$ cat config.mk
export PLATFORM = sky130hd
export DESIGN_NAME = script_token_lexer
export DESIGN_NICKNAME = d
export VERILOG_FILES = /design/src/stl_pkg.sv /design/src/stl_front.sv /design/src/stl_back.sv /design/src/script_token_lexer.sv
export VERILOG_INCLUDE_DIRS = /design/src /design/src/src
export SDC_FILE = /design/constraint.sdc
export NUM_CORES = 2
export LEC_CHECK = 0
export CAP_MARGIN = 20
export CORE_UTILIZATION = 54
export CTS_BUF_LIST = sky130_fd_sc_hd__clkbuf_2
export CTS_CLUSTER_DIAMETER = 60
export DETAILED_ROUTE_END_ITERATION = 8
export DONT_BUFFER_PORTS = 1
export PLACE_DENSITY = 0.67
export REMOVE_ABC_BUFFERS = 1
export SYNTH_ARGS = -nofsm -noshare
export SYNTH_HDL_FRONTEND = slang
export SYNTH_HIERARCHICAL = 1
export SYNTH_SLANG_ARGS = --single-unit
$ cat constraint.sdc
create_clock -name clk -period 21.8 [get_ports clk]
set_input_delay 4.36 -clock clk [delete_from_list [all_inputs] [get_ports clk]]
set_output_delay 4.36 -clock clk [all_outputs]
set_load 0.005 [all_outputs]
$ cat src/assert_macros.svh
// Assertion helper macros for the lexer RTL.
// Users must have clk and rst_n in scope.
`ifndef ASSERT_MACROS_SVH
`define ASSERT_MACROS_SVH

// same-cycle implication
`define ASSERT_IMP(label, ante, cons, msg) \
  label: assert property (@(posedge clk) disable iff (!rst_n) (ante) |-> (cons)) \
    else $error(msg);

// next-cycle implication
`define ASSERT_NXT(label, ante, cons, msg) \
  label: assert property (@(posedge clk) disable iff (!rst_n) (ante) |=> (cons)) \
    else $error(msg);

`endif

$ cat src/stl_pkg.sv
// Shared types, token codes and keyword tables for the script token lexer.
// No dependencies.
`default_nettype none

package stl_pkg;

  localparam int DEF_MAX_STRING_BYTES = 4095;
  localparam int DEF_POSITION_BITS    = 16;

  localparam int KW_COUNT   = 13;
  localparam int KW_MAXLEN  = 7;
  localparam int MAX_RES    = 3;
  localparam int QUEUE_DEPTH = 4;
  localparam int QPW = $clog2(QUEUE_DEPTH);
  localparam int QCW = $clog2(QUEUE_DEPTH + 1);

  localparam logic [62:0] INT_MAX63 = {63{1'b1}};
  localparam logic [15:0] LEN_MAX   = 16'hFFFF;

  // token kinds
  localparam logic [5:0] K_IDENT   = 6'd0;
  localparam logic [5:0] K_STRING  = 6'd1;
  localparam logic [5:0] K_INT     = 6'd2;
  localparam logic [5:0] K_FLOAT   = 6'd3;
  localparam logic [5:0] K_KW0     = 6'd4;
  localparam logic [5:0] K_LPAREN  = 6'd17;
  localparam logic [5:0] K_RPAREN  = 6'd18;
  localparam logic [5:0] K_LBRACE  = 6'd19;
  localparam logic [5:0] K_RBRACE  = 6'd20;
  localparam logic [5:0] K_LBRACK  = 6'd21;
  localparam logic [5:0] K_RBRACK  = 6'd22;
  localparam logic [5:0] K_COMMA   = 6'd23;
  localparam logic [5:0] K_COLON   = 6'd24;
  localparam logic [5:0] K_DOT     = 6'd25;
  localparam logic [5:0] K_PLUS    = 6'd26;
  localparam logic [5:0] K_MINUS   = 6'd27;
  localparam logic [5:0] K_STAR    = 6'd28;
  localparam logic [5:0] K_SLASH   = 6'd29;
  localparam logic [5:0] K_PCT     = 6'd30;
  localparam logic [5:0] K_ASSIGN  = 6'd31;
  localparam logic [5:0] K_EQEQ    = 6'd32;
  localparam logic [5:0] K_NEQ     = 6'd33;
  localparam logic [5:0] K_LT      = 6'd34;
  localparam logic [5:0] K_GT      = 6'd35;
  localparam logic [5:0] K_LE      = 6'd36;
  localparam logic [5:0] K_GE      = 6'd37;
  localparam logic [5:0] K_NEWLINE = 6'd38;
  localparam logic [5:0] K_EOF     = 6'd39;
  localparam logic [5:0] K_ERROR   = 6'd40;
  localparam logic [5:0] K_SBYTE   = 6'd41;

  // error codes
  localparam logic [1:0] E_NONE    = 2'd0;
  localparam logic [1:0] E_UNTERM  = 2'd1;
  localparam logic [1:0] E_BANG    = 2'd2;
  localparam logic [1:0] E_ILLEGAL = 2'd3;

  // characters
  localparam logic [7:0] CH_NL    = 8'h0A;
  localparam logic [7:0] CH_TAB   = 8'h09;
  localparam logic [7:0] CH_CR    = 8'h0D;
  localparam logic [7:0] CH_SP    = 8'h20;
  localparam logic [7:0] CH_HASH  = 8'h23;
  localparam logic [7:0] CH_QUOTE = 8'h22;
  localparam logic [7:0] CH_BSL   = 8'h5C;
  localparam logic [7:0] CH_UND   = 8'h5F;
  localparam logic [7:0] CH_EQ    = 8'h3D;
  localparam logic [7:0] CH_BANG  = 8'h21;
  localparam logic [7:0] CH_LT    = 8'h3C;
  localparam logic [7:0] CH_GT    = 8'h3E;
  localparam logic [7:0] CH_DOT   = 8'h2E;
  localparam logic [7:0] CH_0     = 8'h30;
  localparam logic [7:0] CH_LN    = 8'h6E;
  localparam logic [7:0] CH_LT_T  = 8'h74;

  // print if elif else while def return and or not True False None
  localparam logic [7:0] KW_TEXT [KW_COUNT][KW_MAXLEN] = '{
    '{"p", "r", "i", "n", "t", 8'h00, 8'h00},
    '{"i", "f", 8'h00, 8'h00, 8'h00, 8'h00, 8'h00},
    '{"e", "l", "i", "f", 8'h00, 8'h00, 8'h00},
    '{"e", "l", "s", "e", 8'h00, 8'h00, 8'h00},
    '{"w", "h", "i", "l", "e", 8'h00, 8'h00},
    '{"d", "e", "f", 8'h00, 8'h00, 8'h00, 8'h00},
    '{"r", "e", "t", "u", "r", "n", 8'h00},
    '{"a", "n", "d", 8'h00, 8'h00, 8'h00, 8'h00},
    '{"o", "r", 8'h00, 8'h00, 8'h00, 8'h00, 8'h00},
    '{"n", "o", "t", 8'h00, 8'h00, 8'h00, 8'h00},
    '{"T", "r", "u", "e", 8'h00, 8'h00, 8'h00},
    '{"F", "a", "l", "s", "e", 8'h00, 8'h00},
    '{"N", "o", "n", "e", 8'h00, 8'h00, 8'h00}
  };
  localparam logic [2:0] KW_LEN [KW_COUNT] = '{
    3'd5, 3'd2, 3'd4, 3'd4, 3'd5, 3'd3, 3'd6, 3'd3, 3'd2, 3'd3, 3'd4, 3'd5, 3'd4
  };

  typedef enum logic [3:0] {
    M_IDLE, M_COMMENT, M_NEWLINES, M_IDENT, M_INT, M_INT_DOT, M_FLOAT,
    M_STRING, M_STRING_ESC, M_EQ, M_BANG, M_LT, M_GT
  } stl_mode_t;

  typedef struct packed {
    logic [7:0] source_byte;
    logic       is_end;
  } stl_in_t;

  typedef struct packed {
    logic [5:0]  kind;
    logic [1:0]  error_code;
    logic [15:0] start_line;
    logic [15:0] start_column;
    logic [15:0] token_length;
    logic [62:0] integer_value;
    logic [7:0]  text_byte;
    logic        last;
  } stl_out_t;

  // all results caused by one item
  typedef struct packed {
    stl_out_t [MAX_RES-1:0] res;
    logic [1:0]             count;
  } stl_bundle_t;

  typedef struct packed {
    logic [QCW-1:0] q_count;
    logic [1:0]     sub;
    logic [1:0]     head_count;
  } stl_back_stat_t;

  function automatic logic is_digit(input logic [7:0] c);
    return (c >= "0") && (c <= "9");
  endfunction

  function automatic logic is_alpha(input logic [7:0] c);
    return ((c >= "a") && (c <= "z")) || ((c >= "A") && (c <= "Z")) || (c == CH_UND);
  endfunction

  // {hit, kind} for single-character operators
  function automatic logic [6:0] op_lookup(input logic [7:0] c);
    logic [6:0] r;
    case (c)
      "(":     r = {1'b1, K_LPAREN};
      ")":     r = {1'b1, K_RPAREN};
      "{":     r = {1'b1, K_LBRACE};
      "}":     r = {1'b1, K_RBRACE};
      "[":     r = {1'b1, K_LBRACK};
      "]":     r = {1'b1, K_RBRACK};
      ",":     r = {1'b1, K_COMMA};
      ":":     r = {1'b1, K_COLON};
      ".":     r = {1'b1, K_DOT};
      "+":     r = {1'b1, K_PLUS};
      "-":     r = {1'b1, K_MINUS};
      "*":     r = {1'b1, K_STAR};
      "/":     r = {1'b1, K_SLASH};
      "%":     r = {1'b1, K_PCT};
      default: r = {1'b0, K_IDENT};
    endcase
    return r;
  endfunction

  // drop keywords that no longer match at this character position
  function automatic logic [KW_COUNT-1:0] kw_filter(input logic [KW_COUNT-1:0] cand,
                                                    input logic [7:0] c,
                                                    input logic [15:0] idx);
    logic [KW_COUNT-1:0] r;
    r = cand;
    for (int k = 0; k < KW_COUNT; k++) begin
      if (!((idx < 16'(KW_LEN[k])) && (KW_TEXT[k][idx[2:0]] == c))) r[k] = 1'b0;
    end
    return r;
  endfunction

  function automatic logic [5:0] ident_kind(input logic [KW_COUNT-1:0] cand,
                                            input logic [15:0] len);
    logic [5:0] r;
    r = K_IDENT;
    for (int k = 0; k < KW_COUNT; k++) begin
      if (cand[k] && (16'(KW_LEN[k]) == len)) r = K_KW0 + 6'(k);
    end
    return r;
  endfunction

endpackage

`default_nettype wire

$ cat src/stl_front.sv
// Front end: per-byte scanner state machine, classifies a byte and builds
// the bundle of results it causes. Depends on stl_pkg.
`default_nettype none

module stl_front import stl_pkg::*; #(
  parameter int MAX_STRING_BYTES = DEF_MAX_STRING_BYTES,
  parameter int POSITION_BITS    = DEF_POSITION_BITS
) (
  input  wire logic  clk,
  input  wire logic  rst_n,
  input  wire logic  accept,
  input  wire stl_in_t item,
  output stl_bundle_t bundle,
  output stl_mode_t  mode
);

  localparam int PB = POSITION_BITS;
  localparam int SB = $clog2(MAX_STRING_BYTES + 1);
  localparam int DW = ((PB > 16) ? PB : 16) + 1;
  localparam logic [PB-1:0] POS_MAX = {PB{1'b1}};
  localparam logic [PB-1:0] POS_ONE = PB'(1);

  stl_mode_t mode_r, mode_nxt;
  logic [PB-1:0] line_r, line_nxt, col_r, col_nxt;
  logic [PB-1:0] tline_r, tline_nxt, tcol_r, tcol_nxt;
  logic [PB-1:0] eline_r, eline_nxt, ecol_r, ecol_nxt;
  logic [15:0]   tlen_r, tlen_nxt;
  logic [62:0]   acc_r, acc_nxt;
  logic [KW_COUNT-1:0] kw_r, kw_nxt;
  logic [SB-1:0] sbc_r, sbc_nxt;

  function automatic logic [PB-1:0] pos_inc(input logic [PB-1:0] v);
    return (v < POS_MAX) ? v + POS_ONE : POS_MAX;
  endfunction

  function automatic logic [15:0] len_inc(input logic [15:0] v);
    return (v < LEN_MAX) ? v + 16'd1 : LEN_MAX;
  endfunction

  function automatic logic [15:0] to16(input logic [PB-1:0] v);
    logic [PB+15:0] t;
    t = {16'd0, v};
    return t[15:0];
  endfunction

  function automatic stl_out_t mk(input logic [5:0] kind, input logic [1:0] err,
                                  input logic [PB-1:0] ln, input logic [PB-1:0] cl,
                                  input logic [15:0] len, input logic [62:0] val,
                                  input logic [7:0] tb);
    stl_out_t r;
    r.kind          = kind;
    r.error_code    = err;
    r.start_line    = to16(ln);
    r.start_column  = to16(cl);
    r.token_length  = len;
    r.integer_value = val;
    r.text_byte     = tb;
    r.last          = 1'b0;
    return r;
  endfunction

  logic [7:0]    c;
  logic          again;
  logic [1:0]    n;
  logic [PB-1:0] adv_line, adv_col;
  logic [DW-1:0] dcw;
  logic [PB-1:0] dot_col;
  logic [66:0]   prod;
  logic [62:0]   acc_step;
  logic [6:0]    op;
  logic [7:0]    esc_val;

  always_comb begin
    c = item.source_byte;
    adv_line = (c == CH_NL) ? pos_inc(line_r) : line_r;
    adv_col  = (c == CH_NL) ? POS_ONE : pos_inc(col_r);
    dcw = DW'(tcol_r) + DW'(tlen_r);
    dot_col = (dcw >= DW'(POS_MAX)) ? POS_MAX : dcw[PB-1:0];
    prod = (67'(acc_r) << 3) + (67'(acc_r) << 1) + 67'(c - CH_0);
    acc_step = (prod > 67'(INT_MAX63)) ? INT_MAX63 : prod[62:0];
    op = op_lookup(c);
    esc_val = (c == CH_LN) ? CH_NL : (c == CH_LT_T) ? CH_TAB : c;
  end

  always_comb begin
    mode_nxt  = mode_r;
    line_nxt  = line_r;
    col_nxt   = col_r;
    tline_nxt = tline_r;
    tcol_nxt  = tcol_r;
    eline_nxt = eline_r;
    ecol_nxt  = ecol_r;
    tlen_nxt  = tlen_r;
    acc_nxt   = acc_r;
    kw_nxt    = kw_r;
    sbc_nxt   = sbc_r;
    bundle    = '0;
    n         = 2'd0;
    again     = 1'b0;
    if (accept) begin
      if (item.is_end) begin
        case (mode_r)
          M_NEWLINES: begin
            bundle.res[n] = mk(K_NEWLINE, E_NONE, tline_r, tcol_r, tlen_r, '0, '0);
            n = n + 2'd1;
          end
          M_IDENT: begin
            bundle.res[n] = mk(ident_kind(kw_r, tlen_r), E_NONE, tline_r, tcol_r,
                               tlen_r, '0, '0);
            n = n + 2'd1;
          end
          M_INT: begin
            bundle.res[n] = mk(K_INT, E_NONE, tline_r, tcol_r, tlen_r, acc_r, '0);
            n = n + 2'd1;
          end
          M_INT_DOT: begin
            bundle.res[n] = mk(K_INT, E_NONE, tline_r, tcol_r, tlen_r, acc_r, '0);
            n = n + 2'd1;
            bundle.res[n] = mk(K_DOT, E_NONE, tline_r, dot_col, 16'd1, '0, '0);
            n = n + 2'd1;
          end
          M_FLOAT: begin
            bundle.res[n] = mk(K_FLOAT, E_NONE, tline_r, tcol_r, tlen_r, '0, '0);
            n = n + 2'd1;
          end
          M_STRING, M_STRING_ESC: begin
            bundle.res[n] = mk(K_ERROR, E_UNTERM, tline_r, tcol_r, tlen_r, '0, '0);
            n = n + 2'd1;
          end
          M_EQ: begin
            bundle.res[n] = mk(K_ASSIGN, E_NONE, tline_r, tcol_r, 16'd1, '0, '0);
            n = n + 2'd1;
          end
          M_BANG: begin
            bundle.res[n] = mk(K_ERROR, E_BANG, tline_r, tcol_r, 16'd1, '0, '0);
            n = n + 2'd1;
          end
          M_LT: begin
            bundle.res[n] = mk(K_LT, E_NONE, tline_r, tcol_r, 16'd1, '0, '0);
            n = n + 2'd1;
          end
          M_GT: begin
            bundle.res[n] = mk(K_GT, E_NONE, tline_r, tcol_r, 16'd1, '0, '0);
            n = n + 2'd1;
          end
          default: ;
        endcase
        bundle.res[n] = mk(K_EOF, E_NONE, line_r, col_r, 16'd0, '0, '0);
        n = n + 2'd1;
        mode_nxt  = M_IDLE;
        line_nxt  = POS_ONE;
        col_nxt   = POS_ONE;
        tline_nxt = POS_ONE;
        tcol_nxt  = POS_ONE;
        eline_nxt = POS_ONE;
        ecol_nxt  = POS_ONE;
        tlen_nxt  = 16'd0;
        acc_nxt   = '0;
        kw_nxt    = '1;
        sbc_nxt   = '0;
      end else begin
        // first pass: finish or extend the pending token
        case (mode_r)
          M_COMMENT: begin
            if (c == CH_NL) again = 1'b1;
            else begin
              line_nxt = adv_line;
              col_nxt  = adv_col;
            end
          end
          M_NEWLINES: begin
            if (c == CH_NL) begin
              tlen_nxt = len_inc(tlen_r);
              line_nxt = adv_line;
              col_nxt  = adv_col;
            end else begin
              bundle.res[n] = mk(K_NEWLINE, E_NONE, tline_r, tcol_r, tlen_r, '0, '0);
              n = n + 2'd1;
              again = 1'b1;
            end
          end
          M_IDENT: begin
            if (is_alpha(c) || is_digit(c)) begin
              kw_nxt   = kw_filter(kw_r, c, tlen_r);
              tlen_nxt = len_inc(tlen_r);
              line_nxt = adv_line;
              col_nxt  = adv_col;
            end else begin
              bundle.res[n] = mk(ident_kind(kw_r, tlen_r), E_NONE, tline_r, tcol_r,
                                 tlen_r, '0, '0);
              n = n + 2'd1;
              again = 1'b1;
            end
          end
          M_INT: begin
            if (is_digit(c)) begin
              acc_nxt  = acc_step;
              tlen_nxt = len_inc(tlen_r);
              line_nxt = adv_line;
              col_nxt  = adv_col;
            end else if (c == CH_DOT) begin
              mode_nxt = M_INT_DOT;
              line_nxt = adv_line;
              col_nxt  = adv_col;
            end else begin
              bundle.res[n] = mk(K_INT, E_NONE, tline_r, tcol_r, tlen_r, acc_r, '0);
              n = n + 2'd1;
              again = 1'b1;
            end
          end
          M_INT_DOT: begin
            if (is_digit(c)) begin
              tlen_nxt = len_inc(len_inc(tlen_r));
              mode_nxt = M_FLOAT;
              line_nxt = adv_line;
              col_nxt  = adv_col;
            end else begin
              bundle.res[n] = mk(K_INT, E_NONE, tline_r, tcol_r, tlen_r, acc_r, '0);
              n = n + 2'd1;
              bundle.res[n] = mk(K_DOT, E_NONE, tline_r, dot_col, 16'd1, '0, '0);
              n = n + 2'd1;
              again = 1'b1;
            end
          end
          M_FLOAT: begin
            if (is_digit(c)) begin
              tlen_nxt = len_inc(tlen_r);
              line_nxt = adv_line;
              col_nxt  = adv_col;
            end else begin
              bundle.res[n] = mk(K_FLOAT, E_NONE, tline_r, tcol_r, tlen_r, '0, '0);
              n = n + 2'd1;
              again = 1'b1;
            end
          end
          M_STRING: begin
            if (c == CH_QUOTE) begin
              tlen_nxt = len_inc(tlen_r);
              bundle.res[n] = mk(K_STRING, E_NONE, tline_r, tcol_r, len_inc(tlen_r),
                                 '0, '0);
              n = n + 2'd1;
              mode_nxt = M_IDLE;
              line_nxt = adv_line;
              col_nxt  = adv_col;
            end else if ((c == CH_NL) || (32'(sbc_r) >= 32'(MAX_STRING_BYTES))) begin
              bundle.res[n] = mk(K_ERROR, E_UNTERM, tline_r, tcol_r, tlen_r, '0, '0);
              n = n + 2'd1;
              again = 1'b1;
            end else if (c == CH_BSL) begin
              eline_nxt = line_r;
              ecol_nxt  = col_r;
              tlen_nxt  = len_inc(tlen_r);
              mode_nxt  = M_STRING_ESC;
              line_nxt  = adv_line;
              col_nxt   = adv_col;
            end else begin
              bundle.res[n] = mk(K_SBYTE, E_NONE, line_r, col_r, 16'd1, '0, c);
              n = n + 2'd1;
              sbc_nxt  = sbc_r + SB'(1);
              tlen_nxt = len_inc(tlen_r);
              line_nxt = adv_line;
              col_nxt  = adv_col;
            end
          end
          M_STRING_ESC: begin
            bundle.res[n] = mk(K_SBYTE, E_NONE, eline_r, ecol_r, 16'd2, '0, esc_val);
            n = n + 2'd1;
            sbc_nxt  = sbc_r + SB'(1);
            tlen_nxt = len_inc(tlen_r);
            mode_nxt = M_STRING;
            line_nxt = adv_line;
            col_nxt  = adv_col;
          end
          M_EQ, M_BANG, M_LT, M_GT: begin
            mode_nxt = M_IDLE;
            if (c == CH_EQ) begin
              bundle.res[n] = mk((mode_r == M_EQ) ? K_EQEQ : (mode_r == M_BANG) ? K_NEQ :
                                 (mode_r == M_LT) ? K_LE : K_GE,
                                 E_NONE, tline_r, tcol_r, 16'd2, '0, '0);
              n = n + 2'd1;
              line_nxt = adv_line;
              col_nxt  = adv_col;
            end else begin
              bundle.res[n] = mk((mode_r == M_EQ) ? K_ASSIGN : (mode_r == M_BANG) ? K_ERROR :
                                 (mode_r == M_LT) ? K_LT : K_GT,
                                 (mode_r == M_BANG) ? E_BANG : E_NONE,
                                 tline_r, tcol_r, 16'd1, '0, '0);
              n = n + 2'd1;
              again = 1'b1;
            end
          end
          default: again = 1'b1;
        endcase

        // second pass: byte lexed from idle
        if (again) begin
          mode_nxt = M_IDLE;
          line_nxt = adv_line;
          col_nxt  = adv_col;
          if ((c == CH_SP) || (c == CH_TAB) || (c == CH_CR)) begin
            mode_nxt = M_IDLE;
          end else if (c == CH_HASH) begin
            mode_nxt = M_COMMENT;
          end else if (op[6]) begin
            bundle.res[n] = mk(op[5:0], E_NONE, line_r, col_r, 16'd1, '0, '0);
            n = n + 2'd1;
          end else begin
            tline_nxt = line_r;
            tcol_nxt  = col_r;
            tlen_nxt  = 16'd1;
            if (c == CH_NL) mode_nxt = M_NEWLINES;
            else if (c == CH_EQ) mode_nxt = M_EQ;
            else if (c == CH_BANG) mode_nxt = M_BANG;
            else if (c == CH_LT) mode_nxt = M_LT;
            else if (c == CH_GT) mode_nxt = M_GT;
            else if (c == CH_QUOTE) begin
              sbc_nxt  = '0;
              mode_nxt = M_STRING;
            end else if (is_digit(c)) begin
              acc_nxt  = 63'(c - CH_0);
              mode_nxt = M_INT;
            end else if (is_alpha(c)) begin
              kw_nxt   = kw_filter('1, c, 16'd0);
              mode_nxt = M_IDENT;
            end else begin
              bundle.res[n] = mk(K_ERROR, E_ILLEGAL, line_r, col_r, 16'd1, '0, '0);
              n = n + 2'd1;
            end
          end
        end
      end
      if (n != 2'd0) bundle.res[n - 2'd1].last = 1'b1;
    end
    bundle.count = n;
  end

  always_ff @(posedge clk) begin
    if (!rst_n) begin
      mode_r  <= M_IDLE;
      line_r  <= POS_ONE;
      col_r   <= POS_ONE;
      tline_r <= POS_ONE;
      tcol_r  <= POS_ONE;
      eline_r <= POS_ONE;
      ecol_r  <= POS_ONE;
      tlen_r  <= 16'd0;
      acc_r   <= '0;
      kw_r    <= '1;
      sbc_r   <= '0;
    end else begin
      mode_r  <= mode_nxt;
      line_r  <= line_nxt;
      col_r   <= col_nxt;
      tline_r <= tline_nxt;
      tcol_r  <= tcol_nxt;
      eline_r <= eline_nxt;
      ecol_r  <= ecol_nxt;
      tlen_r  <= tlen_nxt;
      acc_r   <= acc_nxt;
      kw_r    <= kw_nxt;
      sbc_r   <= sbc_nxt;
    end
  end

  assign mode = mode_r;

endmodule

`default_nettype wire

$ cat src/stl_back.sv
// Back end: bundle queue plus serializer into the output register.
// Depends on stl_pkg.
`default_nettype none

module stl_back import stl_pkg::*; (
  input  wire logic        clk,
  input  wire logic        rst_n,
  input  wire logic        push,
  input  wire stl_bundle_t bundle,
  output logic             full,
  output logic             out_valid,
  input  wire logic        out_stall,
  output stl_out_t         out_data,
  output stl_back_stat_t   stat
);

  stl_bundle_t    q_mem [QUEUE_DEPTH];
  logic [QPW-1:0] wr_ptr_r, wr_ptr_nxt, rd_ptr_r, rd_ptr_nxt;
  logic [QCW-1:0] cnt_r, cnt_nxt;
  logic [1:0]     sub_r, sub_nxt;
  logic           out_valid_r, out_valid_nxt;
  stl_out_t       out_data_r;
  stl_bundle_t    head;
  logic           load, pop;

  always_comb begin
    head = q_mem[rd_ptr_r];
    full = (cnt_r == QCW'(QUEUE_DEPTH));
    load = (!out_valid_r || !out_stall) && (cnt_r != '0);
    pop  = load && (sub_r == head.count - 2'd1);
    wr_ptr_nxt = push ? wr_ptr_r + QPW'(1) : wr_ptr_r;
    rd_ptr_nxt = pop ? rd_ptr_r + QPW'(1) : rd_ptr_r;
    cnt_nxt    = cnt_r + QCW'(push) - QCW'(pop);
    sub_nxt    = pop ? 2'd0 : (load ? sub_r + 2'd1 : sub_r);
    out_valid_nxt = load || (out_valid_r && out_stall);
  end

  always_ff @(posedge clk) begin
    if (push) q_mem[wr_ptr_r] <= bundle;
    if (load) out_data_r <= head.res[sub_r];
  end

  always_ff @(posedge clk) begin
    if (!rst_n) begin
      wr_ptr_r    <= '0;
      rd_ptr_r    <= '0;
      cnt_r       <= '0;
      sub_r       <= 2'd0;
      out_valid_r <= 1'b0;
    end else begin
      wr_ptr_r    <= wr_ptr_nxt;
      rd_ptr_r    <= rd_ptr_nxt;
      cnt_r       <= cnt_nxt;
      sub_r       <= sub_nxt;
      out_valid_r <= out_valid_nxt;
    end
  end

  assign out_valid       = out_valid_r;
  assign out_data        = out_data_r;
  assign stat.q_count    = cnt_r;
  assign stat.sub        = sub_r;
  assign stat.head_count = head.count;

endmodule

`default_nettype wire

$ cat src/script_token_lexer.sv
// Top level of the script token lexer: scanner front end, bundle queue and
// output serializer. Depends on stl_pkg, stl_front, stl_back, assert_macros.svh.
//
// Usage:
//  - in_valid/in_stall/in_item carry one source byte per item; is_end set
//    marks end of source (byte ignored), which flushes any pending token,
//    emits EOF and returns the scanner to its reset state.
//  - out_valid/out_stall/out_data carry one token per item; out_data.last
//    marks the final token caused by an input item. A byte may cause 0..3
//    tokens.
//  - Throughput: one byte per cycle while each byte yields at most one token
//    and out_stall is low; the tokens of one byte leave the output in turn.
//  - A token travels from its taken byte to out_valid through the queue
//    write and then the output register load.
//  - in_stall rises only when the 4-entry bundle queue is full, i.e. when
//    the receiver has stalled the output long enough or multi-token bytes
//    arrive faster than they drain.
//  - Reset (rst_n low, synchronous) returns the scanner to idle at line 1,
//    column 1 and empties the queue; out_valid drops.
//  - A stalled output item holds until taken.
`default_nettype none
`include "assert_macros.svh"

module script_token_lexer import stl_pkg::*; #(
  parameter int MAX_STRING_BYTES = DEF_MAX_STRING_BYTES,
  parameter int POSITION_BITS    = DEF_POSITION_BITS
) (
  input  wire logic    clk,
  input  wire logic    rst_n,
  input  wire logic    in_valid,
  output logic         in_stall,
  input  wire stl_in_t in_item,
  output logic         out_valid,
  input  wire logic    out_stall,
  output stl_out_t     out_data
);

  logic           in_accept;
  stl_bundle_t    bundle;
  stl_mode_t      front_mode;
  stl_back_stat_t stat;
  logic           q_full;

  // item taken whenever the queue has a free slot
  assign in_stall  = q_full;
  assign in_accept = in_valid && !q_full;

  stl_front #(
    .MAX_STRING_BYTES(MAX_STRING_BYTES),
    .POSITION_BITS   (POSITION_BITS)
  ) u_front (
    .clk   (clk),
    .rst_n (rst_n),
    .accept(in_accept),
    .item  (in_item),
    .bundle(bundle),
    .mode  (front_mode)
  );

  // only bundles holding tokens enter the queue
  stl_back u_back (
    .clk      (clk),
    .rst_n    (rst_n),
    .push     (in_accept && (bundle.count != 2'd0)),
    .bundle   (bundle),
    .full     (q_full),
    .out_valid(out_valid),
    .out_stall(out_stall),
    .out_data (out_data),
    .stat     (stat)
  );

  // end of source always leaves the scanner idle
  `ASSERT_NXT(a_end_idle, in_accept && in_item.is_end, front_mode == M_IDLE, "not idle after end")
  // queue occupancy bounded by depth
  `ASSERT_IMP(a_q_bound, 1'b1, stat.q_count <= QCW'(QUEUE_DEPTH), "queue overflow")
  // serializer index stays inside the head bundle
  `ASSERT_IMP(a_sub_range, stat.q_count != '0, stat.sub < stat.head_count, "bad sub index")

endmodule

`default_nettype wire

==> metrics <==
gpl congestion=0.959; global-route wire length before repair=333000 um; DRT antenna net count=0; Worst path slowest cell=buf_4; per-cell routed wire length=24.7 um; post-synthesis average cell area=14.1 um2; clk_skew=161 ps; power per cell area=89.4 nW/um2; Post-Route WL=219000 um; worst skew pair latency=1990 ps; CTS tree=done; r2r startpoint=u_front/mode[3]; Crit Reg-Reg Endpoint=u_back/q_mem[3][90]; nets=6542; DIE WIDTH=404 um; top-area cell type share of the netlist area=57.5%; Worst Reg-to-Reg Cells=16; asr flop ratio synth=0%; Core Area=161000 um2; Die Ht=404 um; Synth Instances=6207; Worst Hold Class=reg -> reg; CTS buffer count=465; most frequent cells in the layout=1672 x edfxtp_1, 692 x clkbuf_2, 462 x nand2_1; DIE AREA=163000 um2; grt total ovfl=0; Area Growth Syn to Fin=6.18%; share of cells above drive strength 1=19.3%; antenna violations before repair=4; I/O pins=143; Crit. Startpoint=in_item[5]; top_reg_cell synth=edfxtp_1; DP Wirelength=136000 um; CTS-repair resized insts=0; Critical path buffers and inverters=4; I/O Buffers=0; CTS sink cnt=1888; endpoints failing hold=0; power after layout=8.29 mW; CTS Root Cell=clkbuf_2; maximum operating frequency=0.100 GHz; Cell Chain, Critical Path=clkinv_1 -> ha_1 -> or3b_1 -> nor4_4 -> a211oi_2 -> or4_1 -> a31oi_4 -> nor3b_1 -> nor2_1 -> a211oi_1 -> a21oi_1 -> nand2_1 -> inv_1 -> o21a_1 -> and2_4 -> buf_4 -> buf_4; pin count of the biggest net entering global routing=138; Crit path largest cell delay=820 ps; design area=92700 um2; H-Tree Depth=5; Critical Path Sink=u_back/q_mem[3][90]; kind of critical path=in -> reg; Final period util=45.8%; CTS Buffer Depth=4; vias in the first global route=55200; critical path's top delay family=simple AND/OR/NAND/NOR gates; commonest non-fill, non-tap cell in the layout=edfxtp_1; # fillers=12900; Yosys warnings=6; # DRC=0; via count=54800; final setup TNS=0 ps; FF+latch count, synth=1888; final setup fails=0; Place WS=9980 ps; Final min period=9990 ps; Area contributors post-synth=edfxtp_1 57%, mux4_2 10%, dfxtp_1 5.0%, o21ai_0 2.2%, a21oi_1 2.1%; placed instance area=88600 um2; Yosys cell types=98; r2r setup slk=14750 ps; post-CTS setup buffers=0; CTS clk-pin slew, worst paths=100 ps; final core occ=57.8%; CP arrival=11460 ps; Startpoint Class=input pin; Slew HR=7.66%; EDFF count, synth=1672; cell taking the most area after synthesis=edfxtp_1; max-slew violations=0; Max VDD drop=0.104 mV; WP depth=17; routed vias/inst=6.18; initial drt markers=5558; CP Capture Type=register; RSZ-0062 raised after global routing=no; crit path max fanout=56; status=complete, no violations; Initial Util=54.4%; All-Layer GR Usage=26.8%; DRT Pass-1 Iters=8; hold buffers post-CTS=0; Worst-Margin Slew=1390 ps; CP most frequent cell=buf_4; max-cap violation count=0; Worst EP required=23260 ps; sequential element share of the synthesized area=62.4%; leakage=31.3 nW; mapped cell area=87300 um2; Site Rows=147; Final WS setup=11810 ps
worst register-to-register path: cells and delay by family (launching register included):
| kind | cells | cell delay (ps) |
|---|---|---|
| AOI/OAI and AO/OA | 5 | 1450 |
| buffers and inverters | 4 | 2120 |
| and+or+nand+nor | 7 | 2640 |
| DFF | 1 | 310 |
how the worst min path moves through the flow:
stage | startpoint | end | slack, ps | cells past startpoint
detailed placement | u_front/kw_r[2] | u_front/kw_r[2] | 450 | 2
global placement | u_back/rd_ptr_r[1] | register | 450 | 2
floorplan | u_front/kw_r[2] | u_front/kw_r[2] | 420 | 2
global route | u_front/kw_r[2] | u_front/kw_r[2] | 490 | 2
finish | u_back/rd_ptr_r[1] | register | 470 | 2
CTS | u_front/kw_r[2] | u_front/kw_r[2] | 470 | 2
report_power, final:
group          switching, mW  internal, mW
combinational          0.969         0.599
clock                   1.37         0.902
sequential             0.144          4.31
stage by stage:
step	cells	hold slack, ps
3_3_place_gp	8039	446
6_report	8866	471
3_5_place_dp	8039	448
4_1_cts	8851	467
5_1_grt	8866	494
2_1_floorplan	5781	423
flip-flops by register name, indices dropped and copies added, names as in the netlist, named ones only:
| register | count |
|---|---|
| u_back/out_valid | 1 |
| u_front/tcol_r | 16 |
| u_back/out_data | 128 |
| u_back/cnt_r | 3 |
| u_front/col_r | 16 |
| u_front/tlen_r | 16 |
| u_front/ecol_r | 16 |
| u_back/sub_r | 2 |
| u_front/eline_r | 16 |
| u_front/line_r | 16 |
| u_back/rd_ptr_r | 2 |
| u_front/mode | 4 |
| u_front/sbc_r | 12 |
| u_front/tline_r | 16 |
| u_back/q_mem | 1544 |
| u_front/acc_r | 63 |
| u_front/kw_r | 13 |
| u_back/wr_ptr_r | 2 |
cell usage after synthesis, drive strengths merged, types with 23 or more instances:
library cell  number
ha               115
edfxtp          1672
mux2i            144
xnor2             69
o22ai             35
a22oi             81
a31oi             49
o21ai            394
fa                64
nand4             43
a21oi            360
and2              73
a211oi           100
or3               24
mux4             386
and3              73
buf              284
nand2            463
clkbuf           313
a221oi            43
nor2             354
dfxtp            216
xor2              48
nor2b             23
nor3             138
a21o              43
nand3             90
o21a              24
a22o              44
inv               97
metal layers:
metal	wire, um	track usage [%]	up-vias
li1	-	-	24500
met4	6620	10.1	0
met2	107000	43.3	2365
met1	88900	35.9	27400
met5	0	0	-
met3	16200	5.64	451
cell families (layout without fill, tap and decap cells):
family | count (synthesis) | count (layout) | share of synthesized area (%)
buffers and inverters | 700 | 1017 | 3.89
AND/OR/NAND/NOR | 1392 | 1392 | 7.52
flip-flops | 1888 | 1888 | 62.4
adder cells (fa/ha/maj) | 179 | 179 | 3.11
multiplexers | 533 | 533 | 11.7
XOR/XNOR | 117 | 117 | 1.18
other | 1 | 183 | 0.00429
AO/OA/AOI/OAI | 1397 | 1397 | 10.2
final cells by class:
class                      count  area (um2)  area share [%]
clock inverter               120         622           0.671
multi-input combinational   3790       30100            32.5
inverter                     103         389           0.420
timing repair buffer         102         846           0.912
sequential                  1888       54500            58.8
antenna                       11        27.5          0.0297
clock buffer                 692        3460            3.73
tap                         2160        2700            2.91
No activity file was read; power rests on OpenSTA's default activity.
